===== src/rtl/cau_pkg.sv =====
// Package for the complex arithmetic unit: widths, mode codes, shared types.
package cau_pkg;
  localparam int DataWidthDef = 16;
  localparam int FracBitsDef  = 8;
  localparam int QueueDepth   = 4;
  localparam int QueueAw      = 2;

  typedef enum logic [1:0] {
    MODE_ADD = 2'd0,
    MODE_SUB = 2'd1,
    MODE_MUL = 2'd2,
    MODE_DIV = 2'd3
  } mode_t;
endpackage


===== src/rtl/cau_back.sv =====
// Back end: radix-2 restoring division for divide items, saturation, result register.
module cau_back import cau_pkg::*; #(
  parameter int DW = DataWidthDef,
  parameter int NW = 2 * DW + 10
) (
  input  logic                 clk,
  input  logic                 rst_n,
  input  logic                 q_valid,
  input  logic [1:0]           q_mode,
  input  logic signed [NW-1:0] q_nre,
  input  logic signed [NW-1:0] q_nim,
  input  logic [2*DW:0]        q_den,
  output logic                 q_pop,
  output logic                 out_valid,
  output logic signed [DW-1:0] out_res_re,
  output logic signed [DW-1:0] out_res_im,
  output logic                 out_div_by_zero,
  output logic                 out_overflow
);
  localparam int CW = $clog2(NW + 1);
  localparam int DENW = 2 * DW + 1;

  typedef enum logic [1:0] { S_IDLE = 2'b01, S_DIV = 2'b10 } st_t;
  st_t st_r;

  logic [NW-1:0]   qre_r, qim_r, rre_r, rim_r;
  logic [DENW-1:0] den_r;
  logic            nre_neg_r, nim_neg_r;
  logic [CW-1:0]   cnt_r;

  // saturate a signed value into DW bits
  function automatic logic [DW:0] satf(input logic signed [NW-1:0] x);
    logic signed [NW-1:0] hi, lo;
    hi = NW'((64'sd1 <<< (DW-1)) - 1);
    lo = -hi - 1;
    if (x > hi) satf = {1'b1, hi[DW-1:0]};
    else if (x < lo) satf = {1'b1, lo[DW-1:0]};
    else satf = {1'b0, x[DW-1:0]};
  endfunction

  logic direct;
  assign direct = (st_r == S_IDLE) && q_valid &&
                  (q_mode != MODE_DIV || q_den == '0);
  assign q_pop  = (st_r == S_IDLE) && q_valid;

  // one quotient bit per cycle for both parts
  logic [NW:0] tre, tim;
  assign tre = {rre_r, qre_r[NW-1]} - {{(NW+1-DENW){1'b0}}, den_r};
  assign tim = {rim_r, qim_r[NW-1]} - {{(NW+1-DENW){1'b0}}, den_r};

  logic [NW-1:0] fre, fim;
  logic [DW:0]   sre, sim;
  always_comb begin
    fre = nre_neg_r ? -{qre_r[NW-2:0], !tre[NW]} : {qre_r[NW-2:0], !tre[NW]};
    fim = nim_neg_r ? -{qim_r[NW-2:0], !tim[NW]} : {qim_r[NW-2:0], !tim[NW]};
    if (direct) begin
      sre = (q_mode == MODE_DIV) ? '0 : satf(q_nre);
      sim = (q_mode == MODE_DIV) ? '0 : satf(q_nim);
    end else begin
      sre = satf(fre);
      sim = satf(fim);
    end
  end

  logic fin;
  assign fin = (st_r == S_DIV) && cnt_r == '0;

  always_ff @(posedge clk) begin
    if (!rst_n) begin
      st_r <= S_IDLE; out_valid <= 1'b0;
    end else begin
      out_valid <= direct || fin;
      unique case (st_r)
        S_IDLE: if (q_pop && !direct) st_r <= S_DIV;
        S_DIV:  if (fin) st_r <= S_IDLE;
        default: st_r <= S_IDLE;
      endcase
    end
    out_res_re      <= sre[DW-1:0];
    out_res_im      <= sim[DW-1:0];
    out_overflow    <= sre[DW] | sim[DW];
    out_div_by_zero <= direct && q_mode == MODE_DIV;
    if (st_r == S_IDLE) begin
      qre_r <= q_nre[NW-1] ? -q_nre : q_nre;
      qim_r <= q_nim[NW-1] ? -q_nim : q_nim;
      nre_neg_r <= q_nre[NW-1];
      nim_neg_r <= q_nim[NW-1];
      rre_r <= '0; rim_r <= '0;
      den_r <= q_den;
      cnt_r <= CW'(NW - 1);
    end else begin
      qre_r <= {qre_r[NW-2:0], !tre[NW]};
      qim_r <= {qim_r[NW-2:0], !tim[NW]};
      rre_r <= tre[NW] ? {rre_r[NW-2:0], qre_r[NW-1]} : tre[NW-1:0];
      rim_r <= tim[NW] ? {rim_r[NW-2:0], qim_r[NW-1]} : tim[NW-1:0];
      cnt_r <= cnt_r - 1'b1;
    end
  end

  a_onehot: assert property (@(posedge clk) disable iff (!rst_n) $onehot(st_r))
    else $error("bad state");
  a_nopop_div: assert property (@(posedge clk) disable iff (!rst_n)
    (st_r == S_DIV) |-> !q_pop) else $error("pop during divide");
  a_fin: assert property (@(posedge clk) disable iff (!rst_n)
    fin |=> out_valid && !out_div_by_zero) else $error("lost quotient");
endmodule


===== config.mk =====
export PLATFORM = sky130hd
export DESIGN_NAME = cau_back
export DESIGN_NICKNAME = d
export VERILOG_FILES = /design/src/rtl/cau_pkg.sv /design/src/rtl/cau_back.sv
export SDC_FILE = /design/constraint.sdc
export NUM_CORES = 1
export LEC_CHECK = 0
export ABC_AREA = 1
export BUFFER_PORTS_ARGS = -buffer_cell sky130_fd_sc_hd__buf_2
export CAP_MARGIN = 15
export CORE_MARGIN = 2
export CORE_UTILIZATION = 55
export CTS_BUF_LIST = sky130_fd_sc_hd__clkbuf_8
export DETAILED_ROUTE_END_ITERATION = 7
export PLACE_DENSITY = 0.8
export SLEW_MARGIN = 20
export SYNTH_ARGS = -nofsm -noshare
export SYNTH_HDL_FRONTEND = slang
export SYNTH_SLANG_ARGS = --single-unit

===== constraint.sdc =====
create_clock -name clk -period 3.7 [get_ports clk]
set_clock_uncertainty 0.05 [all_clocks]
set_input_delay 0.185 -clock clk [delete_from_list [all_inputs] [get_ports clk]]
set_output_delay 0.185 -clock clk [all_outputs]
set_load 0.005 [all_outputs]

**Word level (Yosys, flattened, before mapping)**

Cells that the tools add are included.

- Reductions and logical operators: 13
- $mul: 0
- Div/mod/pow operators: 0
- Mux-type cells: 23
- Shifts and indexed selects: 0
- Eq/ne operators: 6
- $add $sub $neg: 7
- Bitwise logic cells: 1
- $lt $le $gt $ge: 8

Operators with widths:

| kind | number |
|---|---|
| 2-to-1 mux 42 bit | 8 |
| 2-to-1 mux 17 bit | 12 |
| greater-than comparator 42 x 16 -> 1 bit, second input constant | 4 |
| less-than comparator 42 x 16 -> 1 bit, second input constant | 4 |
| negator 42 bit | 4 |
| subtractor 43 x 33 -> 43 bit | 2 |
| logical NOT 33 bit | 1 |
| logical NOT 6 bit | 1 |
| subtractor 6 x 1 -> 6 bit, second input constant | 1 |
| logical AND 1 bit | 5 |
| == test 2 bit, second input constant | 2 |
| 2-to-1 mux 2 bit | 2 |
| != test 2 bit, second input constant | 2 |
| case mux 2 bit (2 select lines) | 1 |
| logical NOT 1 bit | 3 |
| == test 2 x 1 -> 1 bit, second input constant | 1 |
| logical OR 1 bit | 2 |
| != test 2 x 1 -> 1 bit, second input constant | 1 |
| AND reduction 2 bit | 1 |
| bitwise OR 1 bit | 1 |

- Register bits after elaboration: 246
- Bits in writable memories: 0
- Word-level logic and storage cells: 72
- Bits in latches: 0
- Memory bits (read-only): 0
- Output and inout bits: 36
- Input bits: 122
- Memories: 0

**Depth between registers and ports, before layout**

Gate-level depths: netlist of run 1.

- Word-level depth: 9
- Mapped depth: 39

**Worst setup path before layout of run 1**

OpenSTA, ideal clock, no wires.

- Kind: register -> register
- Start: register den_r[0]
- End: register out_res_im[10]
- Arrival time: 3.867 ns
- Stages on the path, launching flop included: 31
- Data required time: 3.534 ns
- Setup slack: -0.334 ns
- Cells stage by stage: edfxtp_1 -> ha_1 -> fa_1 -> inv_1 -> nand3_1 -> nand3_2 -> nand2_1 -> nand3_2 -> nand2_2 -> nand2_4 -> buf_6 -> ha_1 -> nand3_1 -> nor2_1 -> nand3_1 -> nor2_1 -> nand2_1 -> nand2_1 -> nand2_1 -> xor2_1 -> nor3_1 -> nand2_1 -> nor3_2 -> nand2_1 -> nor2_2 -> nand2_1 -> nand3_2 -> buf_6 -> nand2_1 -> nand2_1 -> nand2_1

- Cells in the longest elaborated chain, start to end: 8
- Elaborated cells on any way between the ends: 9
- Classes of those cells: add/sub (2); order compare (2); mux (4); reduce/logical (1)

RTL lines:

| what | line | source |
|---|---|---|
| start, declared | cau_back.sv:27 | `logic [DENW-1:0] den_r;` |
| start signal, assigned | cau_back.sv:89 | `den_r <= q_den;` |
| subtractor 43 x 33 -> 43 bit (*) | cau_back.sv:49 | `assign tim = {rim_r, qim_r[NW-1]} - {{(NW+1-DENW){1'b0}}, den_r};` |
| logical NOT 1 bit (*) | cau_back.sv:55 | `fim = nim_neg_r ? -{qim_r[NW-2:0], !tim[NW]} : {qim_r[NW-2:0], !tim[NW]};` |
| negator 42 bit | cau_back.sv:55 |  |
| 2-to-1 mux 42 bit (*) | cau_back.sv:55 |  |
| less-than comparator 42 x 16 -> 1 bit | cau_back.sv:37 | `else if (x < lo) satf = {1'b1, lo[DW-1:0]};` |
| 2-to-1 mux 17 bit | cau_back.sv:37 |  |
| 2-to-1 mux 17 bit (*) | cau_back.sv:36 | `if (x > hi) satf = {1'b1, hi[DW-1:0]};` |
| 2-to-1 mux 17 bit (*) | cau_back.sv:56 | `if (direct) begin` |
| named net sim[10] | cau_back.sv:52 | `logic [DW:0] sre, sim;` |
| end signal, assigned | cau_back.sv:80 | `out_res_im <= sim[DW-1:0];` |
| end, declared | cau_back.sv:16 | `output logic signed [DW-1:0] out_res_im,` |

Mark *: on every way through the listed nets, which the timed path passes. The rest lies on a longest branch.
A chain may end at the register's enable or synchronous reset.

**Worst setup path in the final report of run 1**

- Start: register den_r[13]
- End: register out_res_re[3]

- Cells in the longest elaborated chain, start to end: 8
- Elaborated cells on any way between the ends: 9
- Classes of those cells: add/sub (2); order compare (2); mux (4); reduce/logical (1)

RTL lines:

| what | line | source |
|---|---|---|
| subtractor 43 x 33 -> 43 bit (*) | cau_back.sv:48 | `assign tre = {rre_r, qre_r[NW-1]} - {{(NW+1-DENW){1'b0}}, den_r};` |
| logical NOT 1 bit (*) | cau_back.sv:54 | `fre = nre_neg_r ? -{qre_r[NW-2:0], !tre[NW]} : {qre_r[NW-2:0], !tre[NW]};` |
| negator 42 bit | cau_back.sv:54 |  |
| 2-to-1 mux 42 bit (*) | cau_back.sv:54 |  |
| less-than comparator 42 x 16 -> 1 bit | cau_back.sv:37 |  |
| 2-to-1 mux 17 bit | cau_back.sv:37 |  |
| 2-to-1 mux 17 bit (*) | cau_back.sv:36 |  |
| 2-to-1 mux 17 bit (*) | cau_back.sv:56 |  |
| named net sre[3] | cau_back.sv:52 |  |
| end signal, assigned | cau_back.sv:79 | `out_res_re <= sre[DW-1:0];` |
| end, declared | cau_back.sv:15 | `output logic signed [DW-1:0] out_res_re,` |

Marked as above.

==> results.md, run 1 <==
* Status: complete, but fails checks
* Failing checks: negative setup slack
* CP Capture Type: flop
* CP Data Arrival Time at 4.56 ns
* Share of cells above drive strength 1 at 0.192
* Number of global-route vias before repair at 19646
* VDD IR max at 0.980 mV
* Htree depth at 2
* Site Rows at 65
* R2R depth at 36
* Multi-input gate area in the final layout at 0.0116 mm²
* Starting density of the core at 0.560
* Cts bufs inserted at 44
* Post-synthesis compound-gate area fraction at 0.151
* Post-synth ARST share at 0
* Post-layout min period at 4.18 ns
* Clk sinks at 246
* Predominant post-synthesis flop cell: dfxtp_1
* RSZ-0062 raised after global routing: true
* Pre-antenna DRT Iters at 6
* Slew HR at 0.449
* DRC viols at 0
* Worst slack at placement at -0.468 ns
* Ports at 158
* Slew Limit Fails at 0
* Fin worst setup slack at -0.483 ns
* Mapped cell area at 0.0178 mm²
* Simple-gate share of the synthesized area at 0.333
* Max FO, Critical Path at 7
* Worst Hold Depth at 4
* Worst Tran Pin Value at 0.827 ns
* Kind of critical path: flop to flop
* Clock latency on the worst-skew pair at 0.60 ns
* CTS tree: done
* CTS Buffer Depth at 3
* Post-route ant nets at 0
* Period utilisation layout at 1.13
* Largest net degree at the start of global routing at 204
* Vias at 20917
* DIE AREA at 0.0338 mm²
* Die W at 184 µm
* Final Net Count at 3447
* Final Util at 0.736
* Core region area at 0.0317 mm²
* LEAKAGE at 10.9 nW
* GR Overflow Total at 0
* Max Cap Viol at 0
* Reg area at 0.00528 mm²
* Post-Synth Adder-Cell Area at 0.0522
* Die height at 184 µm
* Endpoints failing hold at 0
* Mux cell area share after synthesis at 0
* Initial antenna violation count at 5
* Syn_area_per_cell at 6.43 µm²
* Post-Route WL at 62.8 mm
* Cells after Synth at 2762
* WP data required at 4.08 ns
* Worst-path clk slew at 0.07 ns
* Sequential fraction of the synthesis area at 0.297
* Fin Setup TNS at -13.82 ns
* Most frequent cells in the layout: nand2_1, nor2_1, inv_1
* Final setup viols at 32
* Layout Area Growth over Synthesis at 31.4%
* Synth unique cells at 53
* Placer Congestion at 1.05
* Largest family of logic cells by synthesized area: simple AND/OR/NAND/NOR gates
* Gr usage total at 0.360
* WL per Instance at 17.0 µm
* Synth warn at 0
* Startpoint Class: flop
* Post-DP HPWL at 44.1 mm
* Max stage delay on crit path at 0.34 ns
* Syn_nets at 2957
* Commonest non-fill, non-tap cell in the layout: nand2_1
* Vias per std cell at 5.67
* Synthesized flop and latch total at 246
* Worst hold path type: primary input to flop
* Pwr Density at 679 mW/mm²
* # port buffers at 157
* Post-Synth XOR/XNOR Area at 0.0813
* Root Driver: clkbuf_8
* FMAX at 239 MHz
* Filler instances at 2522
* Post-synth EDFFs at 35
* Initial drt markers at 2249
* First-pass GRT wire length at 97.9 mm
* Slowest library cell on the worst path: edfxtp_1
## flip-flops by register name (all words and copies together), names as in the netlist, 2 cells and up
| register | count |
|---|---|
| cnt_r | 6 |
| den_r | 33 |
| out_res_im | 16 |
| out_res_re | 16 |
| qim_r | 42 |
| qre_r | 42 |
| rim_r | 42 |
| rre_r | 42 |
| st_r | 2 |
## routing by layer
layer | share of wire | wire length, µm | GRT usage | vias to the layer above
li1 | - | - | - | 10067
met2 | 0.46 | 29100 | 0.598 | 1041
met5 | 0.00019 | 12 | 0 | -
met4 | 0.046 | 2880 | 0.166 | 2
met1 | 0.41 | 25600 | 0.452 | 9566
met3 | 0.083 | 5240 | 0.0677 | 241
## power by group
group	internal, W	switching [W]	leakage [nW]
clock network	0.00121	0.00122	0.489
logic	0.00370	0.00595	8.31
registers	0.00328	0.000494	2.11
## synthesized netlist by cell type (7+ instances only)
cell	instances	area, µm²
a211oi_1	30	225
a21oi_1	154	771
a31oi_1	9	56.3
buf_6	7	78.8
clkbuf_1	60	225
dfxtp_1	211	4220
edfxtp_1	35	1050
ha_1	71	888
inv_1	299	1120
nand2_1	712	2670
nand3_1	131	656
nand4_1	61	382
nor2_1	377	1420
nor3_1	46	230
nor4_1	32	200
o211ai_1	7	52.6
o21a_1	12	90.1
o21ai_0	227	1140
o21ai_1	7	35.0
o31ai_1	11	82.6
or2_2	7	43.8
xnor2_1	58	508
xor2_1	107	937
## worst paths after layout
path | start | end | slack [ns]
max | den_r[13]$_DFFE_PP_ | out_res_re[3]$_DFF_P_ | -0.48
min reg2reg | cnt_r[0]$_SDFF_PP1_ | cnt_r[0]$_SDFF_PP1_ | 0.34
max reg2reg | den_r[13]$_DFFE_PP_ | out_res_re[3]$_DFF_P_ | -0.48
min | q_mode[1] | out_res_im[15]$_DFF_P_ | 0.05
## timing repair
action / CTS / global route
setup endpoints to repair: 31 / 37
buffers inserted: 8 / 11
hold buffers: 116 / 0
cloned: 0 / 3
pin swaps: 15 / 35
endpoints found under the hold margin: 145 / 0
resized for setup: 52 / 75
## area by class of cell
| class | instances | share of cell area |
|---|---|---|
| Clock inverter | 33 | 0.00675 |
| Antenna cell | 3 | 0.000322 |
| Clock buffer | 48 | 0.0283 |
| Timing Repair Buffer | 524 | 0.170 |
| Inverter | 305 | 0.0491 |
| Sequential cell | 246 | 0.226 |
| Multi-Input combinational cell | 2131 | 0.498 |
| Tap cell | 402 | 0.0215 |
## through the flow
stage	instance area, µm²	power, W	hold WS [ns]	std cells
global placement	20600	0.0123	0.324	3470
floorplan	17900	0.00940	0.223	2762
CTS	22900	0.0153	0.00143	3675
global route	23300	0.0170	0.0705	3690
detailed placement	20600	0.0126	0.327	3470
finish	23300	0.0158	0.0495	3692
## kinds of logic after synthesis
logic type / Yosys count
compound gates: 487
xor+xnor: 165
fa+ha+maj: 73
buf+inv: 385
flops: 246
simple gates: 1406
## critical path, delay by kind of cell, from the launching register on
family                     cells  cell delay, ns
and+or+nand+nor               29            2.69
adders and majority gates      2            0.45
buffers and inverters          4            0.42
DFF                            1            0.34
AOI/OAI and AO/OA              1            0.10
Note: power is estimated with default switching activity, not from simulation.
==> run 2, diff against run 1 <==
--- a/config.mk
+++ b/config.mk
@@ -5,14 +5,13 @@
 export SDC_FILE = /design/constraint.sdc
 export NUM_CORES = 1
 export LEC_CHECK = 0
-export ABC_AREA = 1
 export BUFFER_PORTS_ARGS = -buffer_cell sky130_fd_sc_hd__buf_2
 export CAP_MARGIN = 15
 export CORE_MARGIN = 2
 export CORE_UTILIZATION = 55
 export CTS_BUF_LIST = sky130_fd_sc_hd__clkbuf_8
 export DETAILED_ROUTE_END_ITERATION = 7
-export PLACE_DENSITY = 0.8
+export PLACE_DENSITY = 0.81
 export SLEW_MARGIN = 20
 export SYNTH_ARGS = -nofsm -noshare
 export SYNTH_HDL_FRONTEND = slang
==> run 2 against run 1 <==
The run still ends with negative setup slack left. Synthesized area decreased by 6.9%. Die area down 6.7%. Sequential share of layout area rose by 0.17 points. Total power decreased by 50%. Largest power group is now registers.
==> results.md, run 2 <==
* Synth unique cells at 79 (+49%)
* Gr usage total at 0.374 (+0.0142)
* Top cell type's share of synthesized area at 0.255 (+0.0175)
* Largest family of logic cells by synthesized area: compound AO/OA/AOI/OAI gates
* Failing checks: negative setup slack
* Worst Hold Depth at 4 (unchanged)
* Non-filler cells, final at 3144 (-15%)
* Predominant post-synthesis flop cell: dfxtp_1
* DRC viols at 0 (unchanged)
* Slew Limit Fails at 0 (unchanged)
* Worst-path clk slew at 0.07 ns (about the same)
* Mux cell area share after synthesis at 0.0119 (+0.0119)
* Most frequent cells in the layout: buf_4, nand2_1, dfxtp_1
* GR Overflow Total at 0 (unchanged)
* R2R Path Start: den_r[32]$_DFFE_PP_
* Filler instances at 1869 (-26%)
* Die W at 177 µm (-3.4%)
* Pwr Density at 340 mW/mm² (-50%)
* Final setup viols at 42 (+31%)
* Largest net degree at the start of global routing at 136 (-33%)
* Fin Setup TNS at -54.76 ns (-40.94 ns)
* Worst Tran Pin Value at 1.04 ns (+0.208 ns)
* Synth warn at 0 (unchanged)
* Commonest non-fill, non-tap cell in the layout: buf_4
* CTS tree: done
* Post-Synth XOR/XNOR Area at 0.105 (+0.0240)
* Htree depth at 2 (unchanged)
* Core region area at 0.0296 mm² (-6.6%)
* Cts bufs inserted at 45 (+2.3%)
* Hold Crit Endpoint: out_res_im[15]$_DFF_P_
* First-pass GRT wire length at 94.9 mm (-3.1%)
* Starting density of the core at 0.559 (-0.00177)
* Root Driver: clkbuf_8
* # port buffers at 157 (unchanged)
* Vias at 19827 (-5.2%)
* Syn_nets at 2311 (-22%)
* CP Capture Type: flop
* CTS Buffer Depth at 3 (unchanged)
* Initial drt markers at 2353 (+4.6%)
* Placer Congestion at 0.955 (-8.9%)
* Number of global-route vias before repair at 18810 (-4.3%)
* Worst reg2reg endpoint: out_res_re[10]$_DFF_P_
* Clk sinks at 246 (unchanged)
* Ports at 158 (unchanged)
* Period utilisation layout at 1.48 (+0.351)
* Max Cap Viol at 0 (unchanged)
* Largest cells by area after synthesis: dfxtp_1, xor2_1, edfxtp_1
* VDD IR max at 0.397 mV (-59%)
* Worst hold path type: primary input to flop
* Mapped cell area at 0.0166 mm² (-6.9%)
* Post-DP HPWL at 39.8 mm (-9.9%)
* Top-count cell post-synth: nand2_1
* Hold path startpoint: q_mode[0]
* Layout Area Growth over Synthesis at 40.0%
* Hold Slack at 0.0215 ns (-0.0280 ns)
* FMAX at 182 MHz (-24%)
* Post-Route WL at 64.3 mm (+2.4%)
* Simple-gate share of the synthesized area at 0.227 (-0.106)
* LEAKAGE at 9.75 nW (-11%)
* RSZ-0062 raised after global routing: true
* Final Net Count at 2908 (-16%)
* DIE AREA at 0.0315 mm² (-6.7%)
* Critical path launch point: den_r[32]$_DFFE_PP_
* Slew HR at 0.307 (-0.142)
* Status: complete, but fails checks
* Placed insts at 2910 (-16%)
* Pre-antenna DRT Iters at 7 (+1)
* Synthesized flop and latch total at 246 (unchanged)
* Clock latency on the worst-skew pair at 0.58 ns (-0.02 ns)
* Post-synth ARST share at 0 (unchanged)
* Share of cells above drive strength 1 at 0.273 (+0.0814)
* WP data required at 4.12 ns (+0.04 ns)
* CP Data Arrival Time at 5.91 ns (+1.35 ns)
* Initial antenna violation count at 5 (unchanged)
* Post-synthesis compound-gate area fraction at 0.234 (+0.0828)
* Die height at 177 µm (-3.4%)
* Top cells by count, synth: nand2_1, dfxtp_1, o21ai_0
* Cell Area, Placed at 0.0203 mm² (-1.8%)
* Post-layout min period at 5.48 ns (+1.30 ns)
* WL per Instance at 20.5 µm (+20%)
* Post-route ant nets at 0 (unchanged)
* Max FO, Critical Path at 8 (+1)
* Endpoints failing hold at 0 (unchanged)
* Startpoint Class: flop
* Reg2Reg Setup Slack at -1.78 ns (-1.30 ns)
* Syn_area_per_cell at 7.82 µm² (+22%)
* Cells after Synth at 2116 (-23%)
* Post-synth EDFFs at 35 (unchanged)
* Site Rows at 63 (-3.1%)
* Fin worst setup slack at -1.78 ns (-1.30 ns)
* Sequential fraction of the synthesis area at 0.319 (+0.0218)
* Post-Synth Adder-Cell Area at 0.0561 (+0.00384)
* Yosys top cell by area: dfxtp_1
* Kind of critical path: flop to flop
* Vias per std cell at 6.31 (+11%)
* Final design instance area without fill at 0.0232 mm² (-0.75%)
* R2R depth at 24 (-33%)
## run 2: cell types whose count changed in the layout (fill, tap and decap cells not counted), sizes merged, moves of 48 or more
cell / before / now
nand3: 137 / 43
nor2: 384 / 138
buf: 406 / 545
nand2: 721 / 280
or3: 0 / 48
inv: 321 / 94
## run 2: metal layers
layer	share of wire	wire length, µm	vias up	global-route usage
met3	0.11	7030	379	0.0767
met5	0.00017	11	-	0
met4	0.067	4330	2	0.183
met1	0.37	23900	9168	0.459
met2	0.45	29000	1385	0.624
li1	-	-	8893	-
## run 2: where the power goes
part	switching, W	internal, W	leakage [nW]
clock network	0.00122	0.00148	0.518
logic	0.00114	0.000886	7.12
registers	0.000184	0.00296	2.11
total	0.00255	0.00533	9.75
## run 2: cell families after synthesis
group,count (synthesis)
mux,19
simple gates,767
fa+ha+maj,73
flops,246
compound gates,616
xor+xnor,199
buf+inv,196
## run 2: layout make-up
type / instances / area [µm²] / area share
diodes: 7 / 17.5 / 0.000756
clock buffers: 55 / 757 / 0.0327
clock inverters: 26 / 165 / 0.00713
inverters: 84 / 323 / 0.0139
multi-input cells: 1677 / 11200 / 0.484
flip-flops and latches: 246 / 5280 / 0.228
well taps: 390 / 488 / 0.0211
repair buffers: 659 / 4930 / 0.213
## run 2: repair_timing
item                                    CTS  global route
pin swaps                                18            29
endpoints found under the setup margin   47            69
resized for setup                        53            62
buffers inserted                         12            20
endpoints found under the hold margin   136             0
cloned                                    2             3
hold buffers                            112             0
## run 2: critical path, stage by stage, from the launching register on
cell,delay [ns]
edfxtp_1,0.36
inv_1,0.07
ha_1,0.21
or2_4,0.27
a2111o_1,0.44
or2_4,0.26
mux2i_1,0.20
a21bo_2,0.28
nor3_4,0.26
clkinv_4,0.13
ha_4,0.18
nor4b_4,0.14
buf_4,0.15
nand4_1,0.13
buf_4,0.15
xnor2_2,0.05
or4_4,0.44
o22ai_4,0.16
nand2_2,0.07
a21oi_2,0.10
nand4_1,0.14
nor4b_2,0.28
o2111ai_2,0.26
a21o_4,0.33
o211ai_1,0.26
## run 2: how the worst max path moves through the flow
| stage | end | cells after the start |
|---|---|---|
| 5_1_grt | out_overflow$_DFF_P_ | 23 |
| 6_report | out_res_re[10]$_DFF_P_ | 24 |
| 3_3_place_gp | out_res_im[2]$_DFF_P_ | 23 |
| 4_1_cts | out_res_im[3]$_DFF_P_ | 23 |
| 3_5_place_dp | out_res_im[3]$_DFF_P_ | 23 |
| 2_1_floorplan | out_res_im[5]$_DFF_P_ | 26 |
## run 2: stage by stage
stage,util,total power (W),worst slack (ns)
after floorplan,-,0.00410,-1.77
after global placement,0.684,0.00483,-1.65
after detailed placement,0.684,0.00489,-1.77
after CTS,0.766,0.00769,-1.76
after global routing,0.782,0.00812,-2.00
final,0.782,0.00788,-1.78
==> run 3, diff against run 2 <==
--- a/config.mk
+++ b/config.mk
@@ -11,7 +11,7 @@
 export CORE_UTILIZATION = 55
 export CTS_BUF_LIST = sky130_fd_sc_hd__clkbuf_8
 export DETAILED_ROUTE_END_ITERATION = 7
-export PLACE_DENSITY = 0.81
+export PLACE_DENSITY = 0.78
 export SLEW_MARGIN = 20
 export SYNTH_ARGS = -nofsm -noshare
 export SYNTH_HDL_FRONTEND = slang
==> constraint.sdc (replaced) <==
create_clock -name clk -period 6.1 [get_ports clk]
set_clock_uncertainty 0.05 [all_clocks]
set_input_delay 0.305 -clock clk [delete_from_list [all_inputs] [get_ports clk]]
set_output_delay 0.305 -clock clk [all_outputs]
set_load 0.005 [all_outputs]
==> run 3 against run 2 <==
Register-to-register slack gained 2.1 ns. Sequential power down 37%. Worst hold slack worse by 0.010 ns. The flow now finishes without violations. Critical endpoint is now out_res_im[0]$_DFF_P_.
==> results.md, run 3 (synthesized netlist as in run 2, its figures left out) <==
* Hold Slack at 0.0111 ns (-0.0104 ns)
* Hold Crit Endpoint: qre_r[22]$_DFF_P_
* Post-route ant nets at 0 (unchanged)
* Clk sinks at 246 (unchanged)
* R2R Path Start: den_r[0]$_DFFE_PP_
* Reg area at 0.00528 mm² (unchanged)
* Max FO, Critical Path at 15 (+7)
* CTS Buffer Depth at 3 (unchanged)
* Gr usage total at 0.302 (-0.0725)
* R2R depth at 24 (unchanged)
* Combinational Power Share at 0.191 (-0.067)
* CP delay by family, top: compound AO/OA/AOI/OAI gates
* Psw at 0.00140 W (-45%)
* Sw Ratio at 0.323 (-0.000969)
* Filler instances at 2585 (+38%)
* Worst Tran Pin Value at 0.973 ns (-0.0631 ns)
* Worst Hold Depth at 3 (-1)
* CP Capture Type: flop
* DRC viols at 0 (unchanged)
* WP data required at 6.55 ns (+2.43 ns)
* Pwr Density at 226 mW/mm² (-33%)
* DIE AREA at 0.0315 mm² (unchanged)
* Power share of the sequential group at 0.455 (+0.056)
* Die W at 177 µm (unchanged)
* Commonest non-fill, non-tap cell in the layout: nand2_1
* GR Overflow Total at 0 (unchanged)
* Post-Route WL at 48.7 mm (-24%)
* Worst path bufs/invs at 3 (-1)
* Crit-path cells: ha_1 > fa_1 > nand2b_4 > a21o_1 > a211oi_4 > o21a_1 > o21ai_1 > nand2b_1 > xor2_2 > inv_1 > ha_1 > buf_4 > nand2b_1 > or3_1 > nor2_1 > xor2_1 > or4_1 > a211oi_1 > nand4_1 > a2111oi_0 > buf_4 > o2111ai_1 > a21o_2 > o21ai_0
* Site Rows at 63 (unchanged)
* Slew Limit Fails at 0 (unchanged)
* WP depth at 24 (unchanged)
* # port buffers at 157 (unchanged)
* Vias at 16597 (-16%)
* LEAKAGE at 7.60 nW (-22%)
* Slew HR at 0.346 (+0.0386)
* Initial antenna violation count at 1 (-4)
* CP Data Arrival Time at 6.26 ns (+0.35 ns)
* Kind of critical path: flop to flop
* Starting density of the core at 0.559 (unchanged)
* Most frequent cells in the layout: nand2_1, dfxtp_1, o21ai_0
* Number of global-route vias before repair at 15494 (-18%)
* Initial drt markers at 1468 (-38%)
* Htree depth at 2 (unchanged)
* Final Util at 0.649 (-0.133)
* Fin worst setup slack at 0.285 ns (+2.07 ns)
* Status: complete, no violations
* Clock latency on the worst-skew pair at 0.61 ns (+0.03 ns)
* Pre-antenna DRT Iters at 6 (-1)
* Max Cap Viol at 0 (unchanged)
* Internal power at 0.00295 W (-45%)
* Reg2Reg Setup Slack at 0.29 ns (+2.07 ns)
* Root Driver: clkbuf_8
* Share of cells above drive strength 1 at 0.129 (-0.145)
* Ports at 158 (unchanged)
* Startpoint Class: flop
* Largest net degree at the start of global routing at 104 (-24%)
* Fin Setup TNS at 0 ns (+54.76 ns)
* FMAX at 172 MHz (-5.7%)
* Worst reg2reg endpoint: out_res_im[0]$_DFF_P_
* Die height at 177 µm (unchanged)
* First-pass GRT wire length at 77.1 mm (-19%)
* Post-DP HPWL at 34.3 mm (-14%)
* Hold path startpoint: q_nre[22]
* Endpoints failing hold at 0 (unchanged)
* CTS tree: done
* Core region area at 0.0296 mm² (unchanged)
* Worst-path clk slew at 0.06 ns (about the same)
* Max stage delay on crit path at 0.44 ns (about the same)
* WL per Instance at 17.9 µm (-13%)
* Placer Congestion at 0.942 (-1.3%)
* Final Net Count at 2496 (-14%)
* VDD IR max at 0.209 mV (-47%)
* Final setup viols at 0 (-100%)
* Worst slack at placement at 0.0422 ns (+1.81 ns)
* Clock power frac at 0.354 (+0.011)
* Vias per std cell at 6.09 (-3.5%)
* Slowest library cell on the worst path: or4_1
* Period utilisation layout at 0.953 (-0.529)
* Layout Area Growth over Synthesis at 16.2%
* Multi-input gate area in the final layout at 0.0106 mm² (-5.3%)
* Cts bufs inserted at 43 (-4.4%)
* Worst hold path type: primary input to flop
* Post-layout min period at 5.81 ns (+0.332 ns)
[run 3: cell type report]
class                   count  share of cell area
diodes                      1            0.000130
well taps                 390              0.0254
clock buffers              50              0.0358
multi-input cells        1675               0.553
clock inverters            30             0.00891
flip-flops and latches    246               0.274
inverters                  84              0.0165
repair buffers            251              0.0866
[run 3: how the worst max path moves through the flow]
stage / from / to
2_1_floorplan: den_r[22]$_DFFE_PP_ / out_res_re[10]$_DFF_P_
3_3_place_gp: den_r[15]$_DFFE_PP_ / out_res_im[2]$_DFF_P_
3_5_place_dp: den_r[15]$_DFFE_PP_ / out_res_im[3]$_DFF_P_
4_1_cts: den_r[15]$_DFFE_PP_ / out_res_im[1]$_DFF_P_
5_1_grt: den_r[24]$_DFFE_PP_ / out_res_re[14]$_DFF_P_
6_report: den_r[0]$_DFFE_PP_ / out_res_im[0]$_DFF_P_
[run 3: repair_timing]
action,4_1_cts,5_1_grt
gates resized for setup,0,22
hold endpoints to repair,76,0
hold buffers,70,0
setup buffers,0,1
endpoints found under the setup margin,0,32
[run 3: power groups by stage]
stage | Combinational (W) | Sequential (W) | Clock (W)
6_report | 0.000831 | 0.00198 | 0.00154
4_1_cts | 0.000804 | 0.00197 | 0.00155
3_3_place_gp | 0.000744 | 0.00200 | 0
3_5_place_dp | 0.000763 | 0.00200 | 0
5_1_grt | 0.000911 | 0.00199 | 0.00163
2_1_floorplan | 0.000565 | 0.00191 | 0
[run 3: through the flow]
stage	std cells	power [W]	instance area [µm²]
detailed placement	2574	0.00277	17600
global route	2727	0.00453	19200
CTS	2724	0.00433	19100
finish	2727	0.00435	19200
floorplan	2116	0.00247	16600
global placement	2574	0.00275	17600
[run 3: tightest hold or removal path: stages]
cell     delay [ns]
buf_2          0.13
xor2_1         0.07
o21ai_0        0.12
[run 3: metal layers]
layer | global-route usage | part of all wire | vias up
met2 | 0.496 | 0.45 | 688
met4 | 0.109 | 0.033 | 0
met5 | 0 | 0 | -
met1 | 0.400 | 0.44 | 7763
li1 | - | - | 8028
met3 | 0.0482 | 0.076 | 118
